`config.mk`:
```
export PLATFORM = sky130hd
export DESIGN_NAME = seam_marker_stripper_core
export DESIGN_NICKNAME = d
export VERILOG_FILES = /design/src/rtl/core/sms_pkg.sv /design/src/rtl/core/sms_history.sv /design/src/rtl/core/seam_marker_stripper_core.sv
export SDC_FILE = /design/constraint.sdc
export NUM_CORES = 1
export LEC_CHECK = 0
export ABC_AREA = 1
export BUFFER_PORTS_ARGS = -buffer_cell sky130_fd_sc_hd__buf_2
export CAP_MARGIN = 5
export CORE_MARGIN = 2
export CORE_UTILIZATION = 58
export CTS_BUF_LIST = sky130_fd_sc_hd__clkbuf_4
export DETAILED_ROUTE_END_ITERATION = 8
export MAX_ROUTING_LAYER = met4
export PLACE_DENSITY_LB_ADDON = 0.1
export SETUP_SLACK_MARGIN = 0.5
export SYNTH_ARGS = -nofsm -noshare
export SYNTH_HDL_FRONTEND = slang
export SYNTH_HIERARCHICAL = 1
export SYNTH_SLANG_ARGS = --single-unit
export TNS_END_PERCENT = 30
```
`constraint.sdc`:
```
create_clock -name clk -period 3.1 [get_ports clk]
set_input_delay 0.31 -clock clk [delete_from_list [all_inputs] [get_ports clk]]
set_output_delay 0.31 -clock clk [all_outputs]
set_load 0.005 [all_outputs]
```
`src/rtl/core/sms_pkg.sv`:
```
package sms_pkg;

	localparam logic [7:0] MK_FIRST  = 8'h2A;
	localparam logic [7:0] MK_SECOND = 8'h04;
	localparam logic [7:0] PAIR_A    = 8'h55;
	localparam logic [7:0] PAIR_B    = 8'hE2;
	localparam logic [7:0] ZERO_BYTE = 8'h00;

	typedef struct packed {
		logic [7:0] in_byte;
		logic       in_last;
	} in_t;

	typedef struct packed {
		logic [7:0] out_byte;
		logic       out_valid;
		logic       out_last;
	} out_t;

	typedef struct packed {
		logic seam_shape;
		logic newest_first;
	} hist_flags_t;

	typedef enum logic {
		ST_IDLE,
		ST_EMIT
	} step_t;

	typedef struct packed {
		logic  take_in;
		logic  walk;
		step_t on_done;
		step_t on_more;
	} ucode_t;

	function automatic ucode_t ucode_rom(input step_t s);
		ucode_t w;
		unique case (s)
			ST_IDLE: begin
				w = '{take_in: 1'b1, walk: 1'b0, on_done: ST_IDLE, on_more: ST_EMIT};
			end
			ST_EMIT: begin
				w = '{take_in: 1'b0, walk: 1'b1, on_done: ST_IDLE, on_more: ST_EMIT};
			end
		endcase
		return w;
	endfunction

endpackage

```
`src/rtl/core/sms_history.sv`:
```
module sms_history #(
	parameter int LOOKBACK = 12
) (
	input  logic                              clk,
	input  logic                              push,
	input  logic [7:0]                        push_byte,
	input  logic [$clog2(LOOKBACK+2)-1:0]     rd_idx,
	output logic [7:0]                        rd_byte,
	output sms_pkg::hist_flags_t              flags
);
	import sms_pkg::*;

	localparam int DEPTH = LOOKBACK + 2;

	logic [7:0] hist_q [0:DEPTH-1];
	logic       pair_hit;

	always_ff @(posedge clk) begin
		if (push) begin
			hist_q[0] <= push_byte;
			for (int i = 1; i < DEPTH; i++) begin
				hist_q[i] <= hist_q[i-1];
			end
		end
	end

	assign rd_byte = hist_q[rd_idx];

	always_comb begin
		pair_hit = 1'b0;
		for (int a = 2; a <= LOOKBACK; a++) begin
			if (hist_q[a] == PAIR_A && hist_q[a-1] == PAIR_B) begin
				pair_hit = 1'b1;
			end
		end
		flags.seam_shape   = pair_hit && hist_q[1] == ZERO_BYTE && hist_q[2] == ZERO_BYTE;
		flags.newest_first = hist_q[0] == MK_FIRST;
	end

endmodule

```
`src/rtl/core/seam_marker_stripper_core.sv`:
```
// Seam marker stripper: removes 0x2A 0x04 seam markers and the bytes around them from a byte
// stream. The first result byte of an input transaction is loaded into the output register
// in the same cycle as the transaction is taken; each further result byte of that transaction
// takes one more step, because a two-step microcoded sequencer walks the history register one
// byte per step into the single output register. In steady flow each byte taken in sends one
// byte out. A seam, a released run of held bytes or the end of the stream has up to LOOKBACK+2
// result bytes, and the input is stalled while they are sent. Output stall holds the
// sequencer. A final byte with nothing to send produces one empty end transaction.
module seam_marker_stripper_core #(
	parameter int LOOKBACK  = 12,
	parameter int SKIP_SPAN = 12
) (
	input  logic          clk,
	input  logic          arst_n,
	input  logic          src_valid,
	output logic          src_stall,
	input  sms_pkg::in_t  src_data,
	output logic          dst_valid,
	input  logic          dst_stall,
	output sms_pkg::out_t dst_data
);
	import sms_pkg::*;

	localparam int HDEPTH = LOOKBACK + 1;
	localparam int CW     = $clog2(LOOKBACK + 2);
	localparam int SW     = $clog2(SKIP_SPAN);

	step_t       step_q, step_d;
	ucode_t      uw;
	hist_flags_t flags;

	logic [CW-1:0] pending_q, pending_d;
	logic [CW-1:0] seg_q, seg_d;
	logic [CW-1:0] fill_q, fill_d;
	logic [SW-1:0] skip_q, skip_d;
	logic [CW-1:0] idx_q, idx_d;
	logic [CW-1:0] lo_q, lo_d;
	logic          last_q, last_d;
	logic          ovalid_q, ovalid_d;
	out_t          out_q, out_d;

	logic          out_free, accept, advance, done, have;
	logic          is_marker;
	logic [CW-1:0] hi, lo;
	logic [CW-1:0] rd_idx;
	logic [7:0]    rd_byte;

	sms_history #(.LOOKBACK(LOOKBACK)) u_hist (
		.clk       (clk),
		.push      (accept),
		.push_byte (src_data.in_byte),
		.rd_idx    (rd_idx),
		.rd_byte   (rd_byte),
		.flags     (flags)
	);

	assign uw        = ucode_rom(step_q);
	assign out_free  = !ovalid_q || !dst_stall;
	assign src_stall = !(uw.take_in && out_free);
	assign accept    = src_valid && !src_stall;
	assign dst_valid = ovalid_q;
	assign dst_data  = out_q;

	always_comb begin
		pending_d = pending_q;
		seg_d     = seg_q;
		skip_d    = skip_q;
		fill_d    = (fill_q == CW'(HDEPTH)) ? fill_q : fill_q + CW'(1);
		have      = 1'b0;
		hi        = pending_q;
		lo        = '0;
		is_marker = src_data.in_byte == MK_SECOND && pending_q != '0 && flags.newest_first;

		priority if (skip_q != '0) begin
			skip_d = skip_q - SW'(1);
		end else if (is_marker) begin
			if (fill_q == CW'(HDEPTH) && flags.seam_shape) begin
				have   = seg_q != CW'(HDEPTH) && pending_q > CW'(1);
				lo     = CW'(2);
				skip_d = SW'(SKIP_SPAN - 2);
			end else begin
				have = 1'b1;
			end
			pending_d = '0;
			seg_d     = '0;
		end else begin
			if (pending_q == CW'(HDEPTH)) begin
				have = 1'b1;
				lo   = src_data.in_last ? '0 : CW'(HDEPTH);
			end else begin
				have      = src_data.in_last;
				pending_d = pending_q + CW'(1);
			end
			if (seg_q != CW'(HDEPTH)) begin
				seg_d = seg_q + CW'(1);
			end
		end

		if (src_data.in_last) begin
			pending_d = '0;
			seg_d     = '0;
			skip_d    = '0;
			fill_d    = '0;
		end
	end

	always_comb begin
		rd_idx = uw.walk ? idx_q : ((hi == '0) ? '0 : hi - CW'(1));

		out_d    = out_q;
		ovalid_d = ovalid_q && dst_stall;
		idx_d    = idx_q;
		lo_d     = lo_q;
		last_d   = last_q;
		done     = 1'b1;
		advance  = 1'b0;

		if (uw.take_in) begin
			advance = accept;
			done    = !have || hi == lo;
			if (accept) begin
				idx_d  = hi - CW'(1);
				lo_d   = lo;
				last_d = src_data.in_last;
				if (have) begin
					out_d.out_byte  = (hi == '0) ? src_data.in_byte : rd_byte;
					out_d.out_valid = 1'b1;
					out_d.out_last  = src_data.in_last && hi == lo;
					ovalid_d        = 1'b1;
				end else if (src_data.in_last) begin
					out_d.out_byte  = ZERO_BYTE;
					out_d.out_valid = 1'b0;
					out_d.out_last  = 1'b1;
					ovalid_d        = 1'b1;
				end
			end
		end else if (uw.walk) begin
			advance = out_free;
			done    = idx_q == lo_q;
			if (out_free) begin
				idx_d           = idx_q - CW'(1);
				out_d.out_byte  = rd_byte;
				out_d.out_valid = 1'b1;
				out_d.out_last  = last_q && idx_q == lo_q;
				ovalid_d        = 1'b1;
			end
		end

		step_d = advance ? (done ? uw.on_done : uw.on_more) : step_q;
	end

	always_ff @(posedge clk or negedge arst_n) begin
		if (!arst_n) begin
			step_q    <= ST_IDLE;
			ovalid_q  <= 1'b0;
			pending_q <= '0;
			seg_q     <= '0;
			fill_q    <= '0;
			skip_q    <= '0;
		end else begin
			step_q   <= step_d;
			ovalid_q <= ovalid_d;
			if (accept) begin
				pending_q <= pending_d;
				seg_q     <= seg_d;
				fill_q    <= fill_d;
				skip_q    <= skip_d;
			end
		end
	end

	always_ff @(posedge clk) begin
		out_q  <= out_d;
		idx_q  <= idx_d;
		lo_q   <= lo_d;
		last_q <= last_d;
	end

endmodule
```
==> results.toml <==
[outcome]
status = "complete, no violations"

[layout]
antennaDiodeCount = 0
multiInputGateArea_um2 = 2700
fillers = 965
seq_area_um2 = 4330
area_growth_pct = 16.3
drive_gt1_share_pct = 18.7
final_nets = 869

[sta]
fin_tns_setup_ps = 0
min_period_ps = 2580
rsz0062_at_grt = "true"
skew_ps = 29.2
finalSetupViolCount = 0
worstMarginPinSlew_ps = 739
max_slew_margin_pct = 50.8
slew_viol_final = 0
finalCritPeriodShare_pct = 83.3
clock.fmax_mhz = 387
hold_violations = 0

[worst_hold_path]
hp-start = "dst_stall"
whs_path_depth = 3
min_path_type = "input port to register"
min_to = "dst_valid"

[grt]
met2_usage_pct = 40.5
gr-usage-all-layers_pct = 28.1
overflow = 0
grt_most_used_layer = "met2"
gr-usage-met3_pct = 6.90
antenna_found_initial = 0
grt_max_degree = 59
grt_pass1_vias = 5423
grt_pass1_wl_um = 27900
gr-usage-met1_pct = 39.6

[logic_synthesis]
synth_area_per_cell_um2 = 9.61
synth_nets = 795
ys_top_cells_by_count = "138 x nor2_1, 129 x edfxtp_1, 126 x nand2_1"
synth_warnings = 6
synth_top_area_share_pct = 52.3
synthesis.instances = 771
synth-main-ff-cell = "edfxtp_1"
ys_seq_elements = 147
synth_area_leaders = "edfxtp_1 52%, nor2_1 7.0%, nand2_1 6.4%"
async_reset_ff_share_pct = 12.2
ys_seq_area_share_pct = 58.4
synth.most_common_cell = "nor2_1"
yosysTopAreaCell = "edfxtp_1"
yosysUniqueCellTypes = 40
syn_area_um2 = 7410
synth_edf_count = 129

[worst_setup_path]
cp_slowest_cell = "dfrtp_1"
path_buf_inv = 5
crit_family = "compound AO/OA/AOI/OAI gates"
worst_setup_path_start_kind = "register"
reg2reg_to = "dst_data[2]"
cpPeakStageDelay_ps = 420
criticalPathCategory = "register to register"
regToRegSetupSlack_ps = 520
rr_startpoint = "hi[1]"
endpoint_kind = "register"
cp_data_required_time_ps = 3440
crit_path_max_fanout = 12
rr_worst_depth = 15
critPathArrivalTime_ps = 2920
path_common_cell = "buf_6"
cp_cell_sequence = "inv_2 -> ha_4 -> inv_4 -> nor2_8 -> buf_6 -> o22ai_4 -> buf_6 -> clkbuf_16 -> o21ai_0 -> o22ai_1 -> a21oi_2 -> o21ai_2 -> or2_4 -> o211ai_1 -> nand2_1"

[detailed_routing]
dr.pass1.iters = 6
wl_per_cell_um = 18.0
routed_via_density = 5.77
drtAntennaViolNets = 0
drc_errors = 0
routed-via-count = 5942
drt_iter0_drc = 719
routed_wl_um = 18600

[place]
place_hpwl_um = 11800
gp_congestion = 0.879
numPortBuffers = 24

[clocking]
cts_sinks = 147
cts_tree = "yes"
clk_pin_slew_ps = 140
htree_num_levels = 4
root_buffer = "clkbuf_4"
cts_buffer_depth = 2
clk_latency_ps = 570
cts_made_buffers = 17

[die]
start_util_pct = 58.9
fp.dieH_um = 117
fp.dieW_um = 117
num_rows = 41
die_area_um2 = 13700
fp.coreArea_um2 = 12600
io_pins = 25

[flow_run]
drv_cap = 0
==> registers in the layout (all words and copies together) (netlist names) <==
name,count
seg_q,4
last_q,1
dst_data,10
u_hist/hist_q,112
fill_q,4
idx_q,4
hi,4
dst_valid,1
step_q,1
skip_q,4
lo_q,2
==> worst reg2reg max path, stage by stage (launching register included) <==
cell and delay (ps):
dfrtp_1 420, inv_2 120, ha_4 160, inv_4 40
nor2_8 150, buf_6 130, o22ai_4 90, buf_6 140
clkbuf_16 170, o21ai_0 80, o22ai_1 110, a21oi_2 190
o21ai_2 100, or2_4 250, o211ai_1 90, nand2_1 90
==> area by class of cell <==
class / count / share of cell area [%]
Clock buffer: 19 / 1.65
Clock inverter: 12 / 1.90
Inverter: 83 / 3.89
Multi-Input combinational cell: 517 / 31.4
Sequential cell: 147 / 50.2
Tap cell: 172 / 2.50
Timing Repair Buffer: 78 / 8.43
Timing Repair inverter: 1 / 0.0726
==> worst max path at each step <==
| stage | end | from | slack (ps) | depth (start not counted) |
|---|---|---|---|---|
| final | dst_data[2] | hi[1] | 520 | 15 |
| after global routing | dst_data[9] | hi[0] | 400 | 14 |
| after CTS | dst_data[2] | hi[0] | 480 | 14 |
| after detailed placement | dst_data[2] | hi[1] | 100 | 14 |
| after global placement | dst_data[8] | hi[1] | 200 | 14 |
| after floorplan | dst_data[2] | hi[0] | 220 | 13 |
==> per-stage QoR <==
stage	utilization [%]	std cells	hold WS [ps]	cell area, um^2	setup slack (ps)
after floorplan	-	771	14.4	7410	216
after global placement	61.3	959	262	7700	201
after detailed placement	61.3	959	272	7700	97.0
after CTS	66.4	1014	22.3	8350	481
after global routing	68.6	1029	7.61	8620	397
final	68.6	1029	34.8	8620	519
==> what timing repair did <==
action                     CTS  global route
hold endpoints to repair    26             0
gates cloned                 3             4
buffers inserted            12            11
resized for setup           30            36
pin swaps                    4            23
setup endpoints to repair   18            19
hold buffers                 9             0
==> kinds of logic (layout without fill, tap and decap cells) <==
kind of cell / after synthesis / in the layout / synth area share, %
buffers and inverters: 107 / 193 / 6.91
AND/OR/NAND/NOR: 350 / 350 / 20.6
multiplexers: 1 / 1 / 0.135
AO/OA/AOI/OAI: 148 / 148 / 11.3
adder cells (fa/ha/maj): 11 / 11 / 1.86
XOR/XNOR: 7 / 7 / 0.828
flip-flops: 147 / 147 / 58.4
==> routing by layer <==
metal | vias up | wire (um)
li1 | 2794 | -
met1 | 2826 | 8140
met2 | 286 | 8500
met3 | 36 | 1500
met4 | 0 | 424
met5 | - | 0
==> cells in the final DEF, fill, tap and decap left out, types with 7 or more instances in the layout <==
cell type      netlist  layout
nand4_1             15      15
a21oi_2              3       7
nor2_1             138     134
nor3_1              10      10
buf_2                5      25
a21oi_1             25      21
dfrtp_1             18      17
dlygate4sd3_1        0       9
nand2_1            126     125
o21ai_1             14      26
o22ai_1             14      10
nand3_1             35      35
ha_1                11      10
buf_6               11       7
o211ai_1            15      15
clkbuf_4             0      19
o21ai_0             68      51
edfxtp_1           129     129
buf_4                4      27
inv_2                7       8
inv_1               73      68
nand2_2              8       9
Power is left out: the tool's default activity adds up to more than one toggle a clock period on the data nets, which glitch-free logic cannot reach.
